[config.mk]
export PLATFORM = sky130hd
export DESIGN_NAME = cfx_win_cell
export DESIGN_NICKNAME = d
export VERILOG_FILES = /design/src/hw/rtl/cfx_pkg.sv /design/src/hw/rtl/cfx_win_cell.sv
export SDC_FILE = /design/constraint.sdc
export NUM_CORES = 1
export LEC_CHECK = 0
export BUFFER_PORTS_ARGS = -buffer_cell sky130_fd_sc_hd__buf_4
export CAP_MARGIN = 20
export CORE_MARGIN = 3
export CORE_UTILIZATION = 45
export DETAILED_ROUTE_END_ITERATION = 6
export HOLD_SLACK_MARGIN = 0.08
export MAX_ROUTING_LAYER = met4
export PLACE_DENSITY = 0.8
export SYNTH_ARGS = -nofsm -noshare
export SYNTH_HDL_FRONTEND = slang
export SYNTH_SLANG_ARGS = --single-unit
[constraint.sdc]
create_clock -name i_clk -period 2 [get_ports i_clk]
set_clock_uncertainty 0.2 [all_clocks]
set_input_delay 0.3 -clock i_clk [delete_from_list [all_inputs] [get_ports i_clk]]
set_output_delay 0.3 -clock i_clk [all_outputs]
set_load 0.01 [all_outputs]
[src/hw/rtl/cfx_pkg.sv]
// Shared types and constants of the 3x3 convolution / threshold filter.
// Pixel, window column and result tag types, register indexes and request codes.
// No dependencies.
`timescale 1ns / 1ps
`default_nettype none

package cfx_pkg;

    // Field widths fixed by the stream and register formats.
    localparam int PIX_W   = 8;
    localparam int FRAC_W  = 12;
    localparam int KERN_W  = 48;
    localparam int LVL_W   = 24;
    localparam int FW_W    = 11;
    localparam int FH_W    = 16;
    localparam int PADDR_W = 6;
    localparam int PDATA_W = 64;

    // One color channel, one RGB pixel (red in index 0) and one window column
    // (top row in index 0).
    typedef logic [PIX_W-1:0] t_chan;
    typedef t_chan [2:0] t_pix;
    typedef t_pix [2:0] t_col;

    // Position flags that travel with each result through the datapath.
    typedef struct packed {
        logic row_end;
        logic frame_end;
    } t_tag;

    // Kind of an input transfer.
    typedef enum logic {
        REQ_PIXEL = 1'b0,
        REQ_DRAIN = 1'b1
    } t_req;

    // Configuration register indexes.
    typedef enum logic [2:0] {
        REG_FRAME_WIDTH  = 3'd0,
        REG_FRAME_HEIGHT = 3'd1,
        REG_KERN_TOP     = 3'd2,
        REG_KERN_MID     = 3'd3,
        REG_KERN_BOT     = 3'd4,
        REG_BIN_LEVEL    = 3'd5,
        REG_BIN_ENABLE   = 3'd6
    } t_reg_idx;

endpackage

`default_nettype wire

[src/hw/rtl/cfx_win_cell.sv]
// One column cell of the 3x3 window chain; each cell passes its column on.
// Depends on cfx_pkg for the column type.
`timescale 1ns / 1ps
`default_nettype none

module cfx_win_cell
    import cfx_pkg::*;
(
    input  wire logic i_clk,
    input  wire logic i_rst_n,
    input  wire logic i_shift,
    input  wire t_col i_col,
    output t_col      o_col
);

    t_col r_col;

    // Take the neighbor's column whenever the window shifts.
    always_ff @(posedge i_clk) begin
        if (!i_rst_n) begin
            r_col <= '0;
        end else if (i_shift) begin
            r_col <= i_col;
        end
    end

    assign o_col = r_col;

endmodule

`default_nettype wire

==> flow_metrics.py <==
metrics = {
    "run_status": {
        "status": "completed",
    },
    "final_layout": {
        "area_delta_synth_final_pct": 71.5,
        "fill_cells": 322,
        "largest_reg_flops": 72,
        "drive_gt1_frac": 0.356,
        "nets": 522,
    },
    "worst_hold_path": {
        "hold_class": "primary input to flop",
        "hp-start": "i_shift",
        "hold_end": "o_col[64]$_SDFFE_PN0P_",
        "hold_depth": 3,
    },
    "cts": {
        "cts-buffers-inserted": 9,
        "htreeDepth": 3,
        "tritoncts": "built",
        "cts_num_sinks": 72,
        "clk_path_buf_depth": 2,
        "clk_pin_slew_worst_paths_ns": 0.07,
        "clkLatencyLatePin_ns": 0.33,
        "cts-root-buf": "clkbuf_8",
    },
    "synthesis": {
        "yosys-top-cells-area": "dfxtp_1, mux2i_1, nor2b_1",
        "yosysSeqAreaShare": 0.522,
        "syn_inst": 232,
        "ys_types": 7,
        "synth.cell_area_um2": 2760,
        "synth_top_area_frac": 0.522,
        "synth_fp_nets": 307,
        "syn_area_per_cell_um2": 11.9,
        "synth-seq-cells": 72,
        "yosys_warnings": 0,
        "yosysTopAreaCell": "dfxtp_1",
    },
    "worst_setup_path": {
        "end_kind": "output port",
        "critPathRequiredTime_ns": 1.50,
        "r2r_start": "o_col[63]$_SDFFE_PN0P_",
        "r2r_cells": 2,
        "r2r-end": "o_col[63]$_SDFFE_PN0P_",
        "cp_data_arrival_time_ns": 0.84,
        "slowest_stage": "dfxtp_1",
        "start_kind": "flop",
        "crit_path_max_fanout": 2,
        "critPathTopFamily": "flip-flops",
        "critPathLaunch": "o_col[63]$_SDFFE_PN0P_",
        "r2r_setup_slack_ns": 1.12,
        "critical_path_class": "flop to output port",
        "path_buf_inv": 1,
        "cp_cell_sequence": "buf_4",
        "cp_slowest_stage_delay_ns": 0.36,
    },
    "floorplan": {
        "die_area_um2": 7110,
        "die_w_um": 84.3,
        "start_util": 0.483,
        "core_area_um2": 5710,
        "rows": 27,
        "die_y_um": 84.3,
        "io_pins": 147,
    },
    "placement": {
        "hpwl_um": 4570,
        "numPortBuffers": 146,
        "preCtsSetupSlack_ns": 0.471,
        "gp_congestion": 0.730,
    },
    "pwr": {
        "p_seq_frac": 0.486,
        "sw_frac_of_total": 0.239,
        "switching_power_uw": 773,
        "max-vdd-ir-drop_mv": 0.514,
        "combinationalPowerShare": 0.195,
        "p_int_uw": 2450,
        "power_leakage_uw": 0.00229,
        "power_uw": 3230,
        "p_clk_frac": 0.319,
        "p_per_area_nw_per_um2": 682,
    },
    "global_route": {
        "gr-total-overflow": 0,
        "grt_pass1_vias": 2650,
        "antenna_found_initial": 1,
        "grt_max_degree": 73,
        "grt_pass1_wl_um": 13000,
        "grt_usage": 0.238,
    },
    "detailed_routing": {
        "vias": 2443,
        "post-route-drc-count": 0,
        "wire_per_inst_um": 15.5,
        "vias_per_cell": 4.67,
        "firstDrtPassIters": 4,
        "finalWirelength_um": 8090,
        "ant_nets": 0,
        "dr.first_iter.drc_count": 56,
    },
    "sta": {
        "max_slew_margin": 0.629,
        "rsz0062_at_grt": "no",
        "max_slew.worst_pin.slew_ns": 0.556,
        "setup_viol": 0,
        "finalMaxSlewViolations": 0,
        "worst_slack_ns": 0.663,
        "fin_hold_ws_ns": 0.276,
        "fin_tns_setup_ns": 0,
        "final.period_utilization": 0.668,
        "finalHoldViolations": 0,
        "clock.fmax_mhz": 748,
        "period_minus_slack_ns": 1.34,
    },
    "flow_run": {
        "maxCapViolCount": 0,
    },
}
-- cells in the mapped netlist (all sizes together) --
library cell  number
buf                8
clkbuf             8
dfxtp             72
nor2b             72
mux2i             72
-- worst max-delay path by stage --
stage | to | slack [ns] | depth (start not counted)
finish | o_col[63] | 0.66 | 1
global route | o_col[14] | 0.61 | 1
CTS | o_col[59] | 0.67 | 1
global placement | o_col[25]$_SDFFE_PN0P_ | 0.51 | 4
detailed placement | o_col[13]$_SDFFE_PN0P_ | 0.47 | 4
floorplan | o_col[0]$_SDFFE_PN0P_ | 0.86 | 4
-- what timing repair did --
item | CTS | global route
resized for setup | 0 | 0
hold buffers | 72 | 0
setup endpoints to repair | 0 | 0
hold endpoints to repair | 72 | 0
setup buffers | 0 | 0
-- through the flow --
stage / instances / util / cell area, um2
2_1_floorplan: 232 / - / 2760
3_3_place_gp: 436 / 0.672 / 3840
3_5_place_dp: 436 / 0.672 / 3840
4_1_cts: 522 / 0.829 / 4730
5_1_grt: 523 / 0.829 / 4730
6_report: 523 / 0.829 / 4730
-- layout make-up --
type	instances	area [um2]	share of cell area
diodes	1	2.50	0.000529
well taps	72	90.1	0.0190
multi-input cells	144	1170	0.247
clock buffers	14	173	0.0365
repair buffers	220	1860	0.392
flip-flops and latches	72	1440	0.304
-- cell families (layout without fill, tap and decap cells) --
logic type             Yosys count  after routing  share of synthesized area
multiplexers                    72             72                      0.261
flip-flops                      72             72                      0.522
AND/OR/NAND/NOR                 72             72                      0.163
buffers and inverters           16            234                     0.0535
other                            0              1                          0
-- per-layer routing --
| metal | share of wire | track usage | up-vias |
|---|---|---|---|
| met5 | 0 | - | - |
| met4 | 0.021 | 0.0936 | 0 |
| met3 | 0.066 | 0.0667 | 14 |
| met2 | 0.54 | 0.424 | 95 |
| met1 | 0.38 | 0.247 | 1138 |
| li1 | - | - | 1196 |
-- power by group through the flow --
| stage | logic, uW | registers, uW | clock network [uW] |
|---|---|---|---|
| after floorplan | 206 | 1630 | 0 |
| after global placement | 495 | 1590 | 0 |
| after CTS | 619 | 1560 | 1060 |
| final | 629 | 1570 | 1030 |
| after global routing | 675 | 1580 | 1120 |
| after detailed placement | 505 | 1600 | 0 |
-- layout by cell type (no fill, tap or decap) --
master         count
nor2b_1           72
clkbuf_1           2
dfxtp_1           72
mux2i_1           72
buf_12             2
diode_2            1
clkbuf_8          12
buf_4            146
dlygate4sd3_1     72
(Power assumes the default switching activity.)
